File: config.mk
export PLATFORM = sky130hd
export DESIGN_NAME = rusanov_radiation_face_flux_top_flat
export DESIGN_NICKNAME = d
export VERILOG_FILES = /design/src/sv/rrff_pkg.sv /design/src/sv/rrff_chan_if.sv /design/src/sv/rusanov_radiation_face_flux_top.sv /design/src/sv/rrff_cfg.sv /design/src/sv/rrff_mul.sv /design/src/flat_wrapper.sv
export SDC_FILE = /design/constraint.sdc
export NUM_CORES = 1
export LEC_CHECK = 0
export BUFFER_PORTS_ARGS = -buffer_cell sky130_fd_sc_hd__buf_2
export CAP_MARGIN = 20
export CORE_MARGIN = 4
export CORE_UTILIZATION = 21
export DETAILED_ROUTE_END_ITERATION = 10
export GPL_ROUTABILITY_DRIVEN = 0
export HOLD_SLACK_MARGIN = 0.06
export PLACE_DENSITY = 0.92
export RECOVER_POWER = 100
export SYNTH_ARGS = -nofsm -noshare
export SYNTH_HDL_FRONTEND = slang
export SYNTH_SLANG_ARGS = --single-unit
export TNS_END_PERCENT = 20
File: constraint.sdc
create_clock -name clk -period 2.1 [get_ports clk]
set_input_delay 0.315 -clock clk [delete_from_list [all_inputs] [get_ports clk]]
set_output_delay 0.315 -clock clk [all_outputs]
set_load 0.05 [all_outputs]
File: src/sv/rrff_pkg.sv
package rrff_pkg;

    localparam int ValW  = 64;
    localparam int CfgW  = 63;
    localparam int IdxW  = 2;
    localparam int FracW = 32;
    localparam int SumW  = ValW + 1;
    localparam int WideW = 130;

    localparam logic [CfgW-1:0]        ONE_CFG = 63'h0000_0001_0000_0000;
    localparam logic signed [ValW-1:0] ONE_Q   = 64'sh0000_0001_0000_0000;

    localparam logic [1:0] COMP_DENSITY = 2'd0;

    typedef enum logic [IdxW-1:0] {
        REG_LIGHT_SPEED         = 2'd0,
        REG_LIGHT_SPEED_SQUARED = 2'd1,
        REG_LIGHT_SPEED_INVERSE = 2'd2,
        REG_COMOVING_MODE       = 2'd3
    } reg_index_t;

    typedef enum logic [1:0] {
        UPWIND_LEFT  = 2'd0,
        UPWIND_RIGHT = 2'd1,
        UPWIND_BLEND = 2'd2
    } upwind_t;

    typedef struct packed {
        logic [1:0]             component;
        logic signed [ValW-1:0] left_state;
        logic signed [ValW-1:0] right_state;
        logic signed [ValW-1:0] left_flux_source;
        logic signed [ValW-1:0] right_flux_source;
        logic signed [ValW-1:0] left_velocity;
        logic signed [ValW-1:0] right_velocity;
        logic signed [ValW-1:0] face_velocity;
    } item_t;

    typedef struct packed {
        logic signed [ValW-1:0] face_flux;
        logic signed [ValW-1:0] face_state;
        upwind_t                upwind_case;
        logic                   negative_density;
    } result_t;

    typedef struct packed {
        logic [CfgW-1:0] light_speed;
        logic [CfgW-1:0] light_speed_squared;
        logic [CfgW-1:0] light_speed_inverse;
        logic            comoving_mode;
    } cfg_t;

    // Load enables of the partial product stage and the summing stage.
    typedef struct packed {
        logic pp;
        logic sum;
    } mul_en_t;

    // Clamp a wide signed value to the signed 64 bit range.
    function automatic logic signed [ValW-1:0] sat64(input logic signed [WideW-1:0] v);
        logic [WideW-ValW:0] top;
        top = v[WideW-1:ValW-1];
        if (top == '0 || top == '1)
        begin
            return v[ValW-1:0];
        end
        else if (v[WideW-1])
        begin
            return {1'b1, {(ValW-1){1'b0}}};
        end
        else
        begin
            return {1'b0, {(ValW-1){1'b1}}};
        end
    endfunction

endpackage

File: src/sv/rrff_chan_if.sv
interface rrff_chan_if #(
    parameter type payload_t = logic
) ();
    logic     valid;
    logic     ready;
    payload_t data;

    modport source (output valid, output data, input ready);
    modport sink   (input valid, input data, output ready);
endinterface

File: src/sv/rusanov_radiation_face_flux_top.sv
// Seven-stage pipeline. One word is accepted per cycle while any stage is empty or
// the result channel is ready; every stage has its own valid bit and holds its
// contents only while the stage after it is full.
// The 64 by 64 bit products are formed from registered 32 by 32 bit partials.
// rst_n clears the valid bits at once and loads the registers with S = C2 = 1/S = 1.0.
module rusanov_radiation_face_flux_top (
    input  logic                       clk,
    input  logic                       rst_n,
    input  logic                       wr_en,
    input  logic [rrff_pkg::IdxW-1:0]  wr_index,
    input  logic [rrff_pkg::CfgW-1:0]  wr_data,
    rrff_chan_if.sink                  item,
    rrff_chan_if.source                result
);

    localparam int ValW  = rrff_pkg::ValW;
    localparam int SumW  = rrff_pkg::SumW;
    localparam int WideW = rrff_pkg::WideW;
    localparam int ProdW = 2 * ValW;
    localparam int AccW  = ProdW + 1;
    localparam int DampW = ValW + SumW;
    localparam int FracW = rrff_pkg::FracW;

    typedef struct packed {
        logic signed [ValW-1:0] sl;
        logic signed [ValW-1:0] sr;
        logic signed [SumW-1:0] ssum;
        logic                   neg;
        rrff_pkg::upwind_t      upcase;
    } side_t;

    rrff_pkg::cfg_t    cfg;
    rrff_pkg::item_t   it;
    rrff_pkg::mul_en_t en_cv;
    rrff_pkg::mul_en_t en_d;
    rrff_pkg::mul_en_t en_f;

    logic [7:1] en;
    logic [7:1] v_reg;
    logic [7:1] v_next;

    logic signed [ValW-1:0]  sl;
    logic signed [ValW-1:0]  sr;
    logic signed [ValW-1:0]  vf;
    logic signed [ValW-1:0]  s_pos;
    logic signed [ValW-1:0]  s_neg;
    logic signed [ValW-1:0]  c_sel;
    logic signed [ValW-1:0]  is_pos;
    side_t                   side_next;
    side_t                   side_reg [1:6];

    logic signed [ProdW-1:0] pc_l;
    logic signed [ProdW-1:0] pc_r;
    logic signed [ProdW-1:0] pv_l;
    logic signed [ProdW-1:0] pv_r;
    logic signed [SumW-1:0]  diff_reg;
    logic signed [AccW-1:0]  acc_l;
    logic signed [AccW-1:0]  acc_r;
    logic signed [ValW-1:0]  fl_next;
    logic signed [ValW-1:0]  fr_next;
    logic signed [ValW-1:0]  fl_reg [3:6];
    logic signed [ValW-1:0]  fr_reg [3:6];
    logic signed [SumW-1:0]  fsum_reg;
    logic signed [SumW-1:0]  fdif_reg;
    logic signed [DampW-1:0] damp;
    logic signed [DampW-1:0] fprod;
    logic signed [WideW-1:0] bflux_wide;
    logic signed [ValW-1:0]  bflux_reg5;
    logic signed [ValW-1:0]  bflux_reg6;
    logic signed [WideW-1:0] bstate_wide;
    logic signed [ValW-1:0]  bstate;
    rrff_pkg::result_t       result_next;
    rrff_pkg::result_t       result_reg;

    rrff_cfg u_cfg (
        .clk      (clk),
        .rst_n    (rst_n),
        .wr_en    (wr_en),
        .wr_index (wr_index),
        .wr_data  (wr_data),
        .cfg      (cfg)
    );

    // A stage loads when it is empty or when the stage after it moves on.
    always_comb
    begin
        en[7] = !v_reg[7] || result.ready;
        for (int k = 6; k >= 1; k--)
        begin
            en[k] = !v_reg[k] || en[k+1];
        end
    end

    assign v_next     = (v_reg & ~en) | ({v_reg[6:1], item.valid} & en);
    assign item.ready = en[1];

    always_ff @(posedge clk or negedge rst_n)
    begin
        if (!rst_n)
        begin
            v_reg <= '0;
        end
        else
        begin
            v_reg <= v_next;
        end
    end

    assign en_cv.pp  = en[1];
    assign en_cv.sum = en[2];
    assign en_d.pp   = en[3];
    assign en_d.sum  = en[4];
    assign en_f.pp   = en[5];
    assign en_f.sum  = en[6];

    // Stage 1: upwind decision, state sums and partial products of the fluxes.
    assign it     = item.data;
    assign sl     = it.left_state;
    assign sr     = it.right_state;
    assign vf     = it.face_velocity;
    assign s_pos  = $signed({1'b0, cfg.light_speed});
    assign s_neg  = -s_pos;
    assign is_pos = $signed({1'b0, cfg.light_speed_inverse});
    assign c_sel  = (it.component == rrff_pkg::COMP_DENSITY) ? rrff_pkg::ONE_Q
                  : $signed({1'b0, cfg.light_speed_squared});

    always_comb
    begin
        side_next.sl   = sl;
        side_next.sr   = sr;
        side_next.ssum = SumW'(sl) + SumW'(sr);
        side_next.neg  = (it.component == rrff_pkg::COMP_DENSITY) && (sl[ValW-1] || sr[ValW-1]);
        if (vf <= s_neg)
        begin
            side_next.upcase = rrff_pkg::UPWIND_LEFT;
        end
        else if (vf >= s_pos)
        begin
            side_next.upcase = rrff_pkg::UPWIND_RIGHT;
        end
        else
        begin
            side_next.upcase = rrff_pkg::UPWIND_BLEND;
        end
    end

    rrff_mul #(.AW(ValW), .BW(ValW)) u_mul_cl (
        .clk (clk), .en (en_cv), .a (c_sel), .b (it.left_flux_source), .product (pc_l)
    );

    rrff_mul #(.AW(ValW), .BW(ValW)) u_mul_cr (
        .clk (clk), .en (en_cv), .a (c_sel), .b (it.right_flux_source), .product (pc_r)
    );

    rrff_mul #(.AW(ValW), .BW(ValW)) u_mul_vl (
        .clk (clk), .en (en_cv), .a (it.left_velocity), .b (sl), .product (pv_l)
    );

    rrff_mul #(.AW(ValW), .BW(ValW)) u_mul_vr (
        .clk (clk), .en (en_cv), .a (it.right_velocity), .b (sr), .product (pv_r)
    );

    // Stage 3: physical fluxes, with advection added in comoving mode.
    always_comb
    begin
        acc_l = AccW'(pc_l);
        acc_r = AccW'(pc_r);
        if (cfg.comoving_mode)
        begin
            acc_l = acc_l + AccW'(pv_l);
            acc_r = acc_r + AccW'(pv_r);
        end
    end

    assign fl_next = rrff_pkg::sat64(WideW'(acc_l >>> FracW));
    assign fr_next = rrff_pkg::sat64(WideW'(acc_r >>> FracW));

    // Damping term S * (right state - left state), partials in stage 3.
    rrff_mul #(.AW(ValW), .BW(SumW)) u_mul_damp (
        .clk (clk), .en (en_d), .a (s_pos), .b (diff_reg), .product (damp)
    );

    // Flux difference times 1/S, partials in stage 5.
    rrff_mul #(.AW(SumW), .BW(ValW)) u_mul_fdif (
        .clk (clk), .en (en_f), .a (fdif_reg), .b (is_pos), .product (fprod)
    );

    // The damping product is halved on its own before it meets the flux sum.
    assign bflux_wide  = ((WideW'(fsum_reg) <<< (FracW - 1)) - (WideW'(damp) >>> 1)) >>> FracW;
    assign bstate_wide = (WideW'(fprod) + (WideW'(side_reg[6].ssum) <<< FracW)) >>> (FracW + 1);
    assign bstate      = rrff_pkg::sat64(bstate_wide);

    always_comb
    begin
        result_next.upwind_case      = side_reg[6].upcase;
        result_next.negative_density = side_reg[6].neg;
        case (side_reg[6].upcase)
            rrff_pkg::UPWIND_LEFT:
            begin
                result_next.face_flux  = fl_reg[6];
                result_next.face_state = side_reg[6].sl;
            end
            rrff_pkg::UPWIND_RIGHT:
            begin
                result_next.face_flux  = fr_reg[6];
                result_next.face_state = side_reg[6].sr;
            end
            default:
            begin
                result_next.face_flux  = bflux_reg6;
                result_next.face_state = bstate;
            end
        endcase
    end

    always_ff @(posedge clk)
    begin
        if (en[1])
        begin
            side_reg[1] <= side_next;
        end
        for (int k = 2; k <= 6; k++)
        begin
            if (en[k])
            begin
                side_reg[k] <= side_reg[k-1];
            end
        end
        if (en[2])
        begin
            diff_reg <= SumW'(side_reg[1].sr) - SumW'(side_reg[1].sl);
        end
        if (en[3])
        begin
            fl_reg[3] <= fl_next;
            fr_reg[3] <= fr_next;
        end
        for (int k = 4; k <= 6; k++)
        begin
            if (en[k])
            begin
                fl_reg[k] <= fl_reg[k-1];
                fr_reg[k] <= fr_reg[k-1];
            end
        end
        if (en[4])
        begin
            fsum_reg <= SumW'(fl_reg[3]) + SumW'(fr_reg[3]);
            fdif_reg <= SumW'(fl_reg[3]) - SumW'(fr_reg[3]);
        end
        if (en[5])
        begin
            bflux_reg5 <= rrff_pkg::sat64(bflux_wide);
        end
        if (en[6])
        begin
            bflux_reg6 <= bflux_reg5;
        end
        if (en[7])
        begin
            result_reg <= result_next;
        end
    end

    assign result.valid = v_reg[7];
    assign result.data  = result_reg;

endmodule

File: src/sv/rrff_cfg.sv
module rrff_cfg (
    input  logic                       clk,
    input  logic                       rst_n,
    input  logic                       wr_en,
    input  logic [rrff_pkg::IdxW-1:0]  wr_index,
    input  logic [rrff_pkg::CfgW-1:0]  wr_data,
    output rrff_pkg::cfg_t             cfg
);

    rrff_pkg::cfg_t cfg_reg;

    always_ff @(posedge clk or negedge rst_n)
    begin
        if (!rst_n)
        begin
            cfg_reg.light_speed         <= rrff_pkg::ONE_CFG;
            cfg_reg.light_speed_squared <= rrff_pkg::ONE_CFG;
            cfg_reg.light_speed_inverse <= rrff_pkg::ONE_CFG;
            cfg_reg.comoving_mode       <= 1'b0;
        end
        else if (wr_en)
        begin
            case (rrff_pkg::reg_index_t'(wr_index))
                rrff_pkg::REG_LIGHT_SPEED:         cfg_reg.light_speed <= wr_data;
                rrff_pkg::REG_LIGHT_SPEED_SQUARED: cfg_reg.light_speed_squared <= wr_data;
                rrff_pkg::REG_LIGHT_SPEED_INVERSE: cfg_reg.light_speed_inverse <= wr_data;
                rrff_pkg::REG_COMOVING_MODE:       cfg_reg.comoving_mode <= wr_data[0];
                default:                           cfg_reg <= cfg_reg;
            endcase
        end
    end

    assign cfg = cfg_reg;

endmodule

File: src/sv/rrff_mul.sv
// Two-stage signed multiplier: four partial products of roughly 32 by 32 bits
// are registered, then summed into the full product in the second stage.
module rrff_mul #(
    parameter int AW = 64,
    parameter int BW = 64
) (
    input  logic                     clk,
    input  rrff_pkg::mul_en_t        en,
    input  logic signed [AW-1:0]     a,
    input  logic signed [BW-1:0]     b,
    output logic signed [AW+BW-1:0]  product
);

    localparam int LhW = BW + 1;
    localparam int HlW = AW + 1;
    localparam int HhW = AW + BW - 64;
    localparam int PW  = AW + BW;

    logic [31:0]               al;
    logic [31:0]               bl;
    logic signed [AW-33:0]     ah;
    logic signed [BW-33:0]     bh;

    logic [63:0]               ll_next;
    logic signed [LhW-1:0]     lh_next;
    logic signed [HlW-1:0]     hl_next;
    logic signed [HhW-1:0]     hh_next;
    logic [63:0]               ll_reg;
    logic signed [LhW-1:0]     lh_reg;
    logic signed [HlW-1:0]     hl_reg;
    logic signed [HhW-1:0]     hh_reg;
    logic signed [PW-1:0]      product_next;
    logic signed [PW-1:0]      product_reg;

    assign al = a[31:0];
    assign bl = b[31:0];
    assign ah = a[AW-1:32];
    assign bh = b[BW-1:32];

    assign ll_next = 64'(al) * 64'(bl);
    assign lh_next = LhW'($signed({1'b0, al})) * LhW'(bh);
    assign hl_next = HlW'(ah) * HlW'($signed({1'b0, bl}));
    assign hh_next = HhW'(ah) * HhW'(bh);

    // The high-high and low-low products do not overlap, so they concatenate.
    assign product_next = $signed({hh_reg, ll_reg}) + (PW'(lh_reg) <<< 32)
                        + (PW'(hl_reg) <<< 32);

    always_ff @(posedge clk)
    begin
        if (en.pp)
        begin
            ll_reg <= ll_next;
            lh_reg <= lh_next;
            hl_reg <= hl_next;
            hh_reg <= hh_next;
        end
        if (en.sum)
        begin
            product_reg <= product_next;
        end
    end

    assign product = product_reg;

endmodule
File: src/flat_wrapper.sv
// flat-port wrapper written by rule: the top's interface ports become plain ports
module rusanov_radiation_face_flux_top_flat 
  (clk, rst_n, wr_en, wr_index, wr_data, item_valid, item_data, item_ready, result_valid, result_data, result_ready);
  rrff_chan_if item_i ();
  rrff_chan_if result_i ();
  input  logic clk;
  input  logic rst_n;
  input  logic wr_en;
  input  logic [rrff_pkg::IdxW-1:0] wr_index;
  input  logic [rrff_pkg::CfgW-1:0] wr_data;
  input wire logic [$bits(item_i.valid)-1:0] item_valid;
  input wire logic [$bits(item_i.data)-1:0] item_data;
  output wire logic [$bits(item_i.ready)-1:0] item_ready;
  output wire logic [$bits(result_i.valid)-1:0] result_valid;
  output wire logic [$bits(result_i.data)-1:0] result_data;
  input wire logic [$bits(result_i.ready)-1:0] result_ready;
  assign item_i.valid = item_valid;
  assign item_i.data = item_data;
  assign item_ready = item_i.ready;
  assign result_valid = result_i.valid;
  assign result_data = result_i.data;
  assign result_i.ready = result_ready;
  rusanov_radiation_face_flux_top u_core (.clk(clk), .rst_n(rst_n), .wr_en(wr_en), .wr_index(wr_index), .wr_data(wr_data), .item(item_i), .result(result_i));
endmodule
# [After elaboration in Yosys (flattened, before gate mapping)]
# Memory sizes are Yosys's and may differ from the RTL's. A register that Yosys moved wholly into a read port is not among the register bits.
# Cells that the tools add are included.
[op_classes] mux=14 n_reduce_logical=16 n_bitwise=4 addsub=1 magnitude_cmp=2
[ops] cell="$le 2x64->1" n=1
[ops] cell="$neg 63->64" n=1
[ops] cell="$ge 1x63->1" n=1
[ops] cell="$and 7x7->7" n=2
[ops] cell="$mux 1" n=12
[ops] cell="$logic_not 1->1" n=7
[ops] cell="$logic_or 1x1->1" n=7
[ops] cell="$not 7->7" n=1
[ops] cell="$or 7x7->7" n=1
[ops] cell="$mux 2" n=2
[ops] cell="$logic_not 2->1" n=1
[ops] cell="$reduce_and 2->1" n=1
[word_totals] mem_bits_rw=1176 in_bits=71 word_cells=40 out_inout_bits=3 n_memories=1 register_bits=70
[mem_list] memory="u_core.side_reg" words=6 word_bits=196 rd=6 rd_clocked_by_memory_dff=1 write_ports=6 line_no="rusanov_radiation_face_flux_top.sv:50" text="side_t side_reg [1:6];"

# [Depth between registers and ports, before layout]
[depth] depth_word=11 depth_mapped=3 mapped_depth_nobuf=2

# [Least setup slack after synthesis]
# No wires, ideal clock.
[synth_timing] path_type="flip-flop to output port" from="register (tool-made name)" to="output item_ready" setup_slack_ps=380 t_required_ps=1785 n_path_buf=1 arrival_time_ps=1405 path_stages_with_launch=4 path_cell_list="dfrtp_1 > and4b_1 > buf_6 > nand3_1"
[synth_rtl] item="end, declared" line_no="flat_wrapper.sv:13" text="output wire logic [$bits(item_i.ready)-1:0] item_ready;"

==> impl_metrics.csv <==
group,metric,value,unit
floorplanning,io_pins,74,
sta,fin_setup_tns,0,ns
critical_path,crit_arrival,1.47,ns
clocking,cts_setup_buffers,0,
power_and_ir_drop,vdd_drop_max,0.1839,mV
synthesis,yosysWarnings,0,
global_route,gr-total-overflow,0,
power_and_ir_drop,power_leakage,0.1455,nW
place,portBuffers,5,
critical_path,worstSetupPathType,"register to primary output",
finish,final_cell_area,336.6,um^2
critical_path,cp_max_fo,6,
clocking,clk_pin_slew,0.05,ns
finish,final_cell_mix,"dfrtp_1 (7), clkbuf_1 (4), clkbuf_4 (3)",
finish,antenna_cells,0,
drt,drc,0,
synthesis,synth.distinct_cells,13,
sta,slew_headroom,0.6068,
clocking,root_buffer,"clkbuf_4",
finish,drive_above_1_share,0.2759,
drt,firstDrtPassIters,3,
synthesis,syn_inst,21,
clocking,htreeDepth,1,
finish,final_cells,43,
clocking,ctsLongestPathBuffers,2,
place,placed_area,304.0,um^2
synthesis,syn_area,280.3,um^2
synthesis,seq_area_frac_synth,0.6250,
clocking,clock_latency,0.24,ns
critical_path,cp-start-kind,"register",
sta,period_needed,1.781,ns
sta,fin_crit_sh,0.8480,
hold_path,hold_class,"input pin to register",
sta,clock_skew,0.003027,ns
critical_path,crit_slowest_cell,"clkbuf_1",
global_route,grtUsageTotal,0.05459,
floorplanning,core,0.001186,mm^2
power_and_ir_drop,power,0.3407,mW
global_route,grt_pass1_vias,186,
critical_path,cp_top_family,"buffers and inverters",
synthesis,synthesis.nets,92,
critical_path,cp-end-kind,"primary output",
global_route,grt_first_pass_wirelength,683,um
sta,drv_slew,0,
global_route,grt_max_degree,8,
finish,syn2layout_area_growth,20.09,%
sta,rsz0062_at_grt,"no",
global_route,antenna_found_initial,0,
floorplanning,die_x,44.53,um
run_status,status,"complete, no violations",
finish,final_common_cell,"dfrtp_1",
clocking,cts_hold_buf,1,
place,dp.cells,38,
clocking,tritoncts,"yes",
sta,timing.final.hold_violations,0,
floorplanning,dieHeight,44.53,um
power_and_ir_drop,p_per_area,1012,mW/mm^2
floorplanning,rows,12,
critical_path,required,1.78,ns
critical_path,cp_num_buf_inv,1,
critical_path,crit_chain,"and4b_1 -> nand3_1 -> clkbuf_1",
drt,via_per_inst,4.070,
drt,drt_wl_total,415,um
finish,post-route-util,0.2838,
sta,setup_viol,0,
clocking,numCtsBuffers,3,
drt,drtIter0Drc,3,
synthesis,ys_ff_latch,7,
sta,worst_slew_pin_slew,0.5923,ns
synthesis,syn_avg_cell_area,13.35,um^2
clocking,cts-resized-gates,0,
drt,wl_per_cell,9.651,um
drt,num_vias,175,
sta,max_freq,561.5,MHz
clocking,cts_sinks,7,
critical_path,cp_slowest_stage_delay,0.47,ns
floorplanning,die_area,0.001983,mm^2
floorplanning,initial_core_util,0.2363,
drt,postRouteAntennaNets,0,
finish,final_net_count,101,
job,maxCapViolations,0,
[cells by family (layout without fill, tap and decap cells)]
group	count (synthesis)	count (layout)	share of synthesized area
other cells	1	1	0.01338
flops	7	7	0.6250
simple gates	4	4	0.09823
compound gates	6	6	0.1831
buf+inv	3	11	0.08035
[power by group]
group          switching, mW  internal [mW]  total [mW]
Sequential            0.0134          0.155       0.169
Combinational         0.0326         0.0228      0.0554
Clock                 0.0443         0.0722       0.116
Total                 0.0903          0.250       0.341
[per-stage QoR]
stage	hold slack (ns)	setup slack, ns
final	0.2670	0.3191
after global routing	0.2638	0.2502
after CTS	0.2661	0.5178
after detailed placement	0.1518	0.7055
after global placement	0.1484	0.7105
after floorplan	0.01941	0.3803
[per-layer routing]
layer / GRT usage / share of wire
met3: 0.03659 / 0.13
met4: 0.07229 / 0
met5: 0 / 0
met1: 0.05327 / 0.44
met2: 0.06590 / 0.43
[Yosys cell counts]
cell	number	area share
dfrtp_1	7	0.63
a21o_2	2	0.063
a31o_1	2	0.063
a21o_1	1	0.027
a31o_2	1	0.031
and3_1	1	0.022
and4b_1	1	0.036
buf_4	1	0.027
buf_6	1	0.040
conb_1	1	0.013
inv_1	1	0.013
nand3_1	1	0.018
or2_1	1	0.022
[layout make-up]
type	count	area, um^2
clock buffers	4	26.28
fillers	127	849.6
inverters	1	3.754
multi-input cells	11	82.58
flip-flops and latches	7	175.2
well taps	14	17.52
repair buffers	6	31.28
[worst paths after layout]
check	from	end	slack, ns	cells after the start
setup / recovery	register	item_ready	0.32	3
hold / removal	item_valid	register	0.27	2
setup reg to reg	register	register	1.10	2
hold reg to reg	register	register	0.47	1
max in group asynchronous	rst_n	asynchronous set/reset pin	1.35	2
min in group asynchronous	rst_n	asynchronous set/reset pin	0.49	2
(Power assumes the default switching activity.)
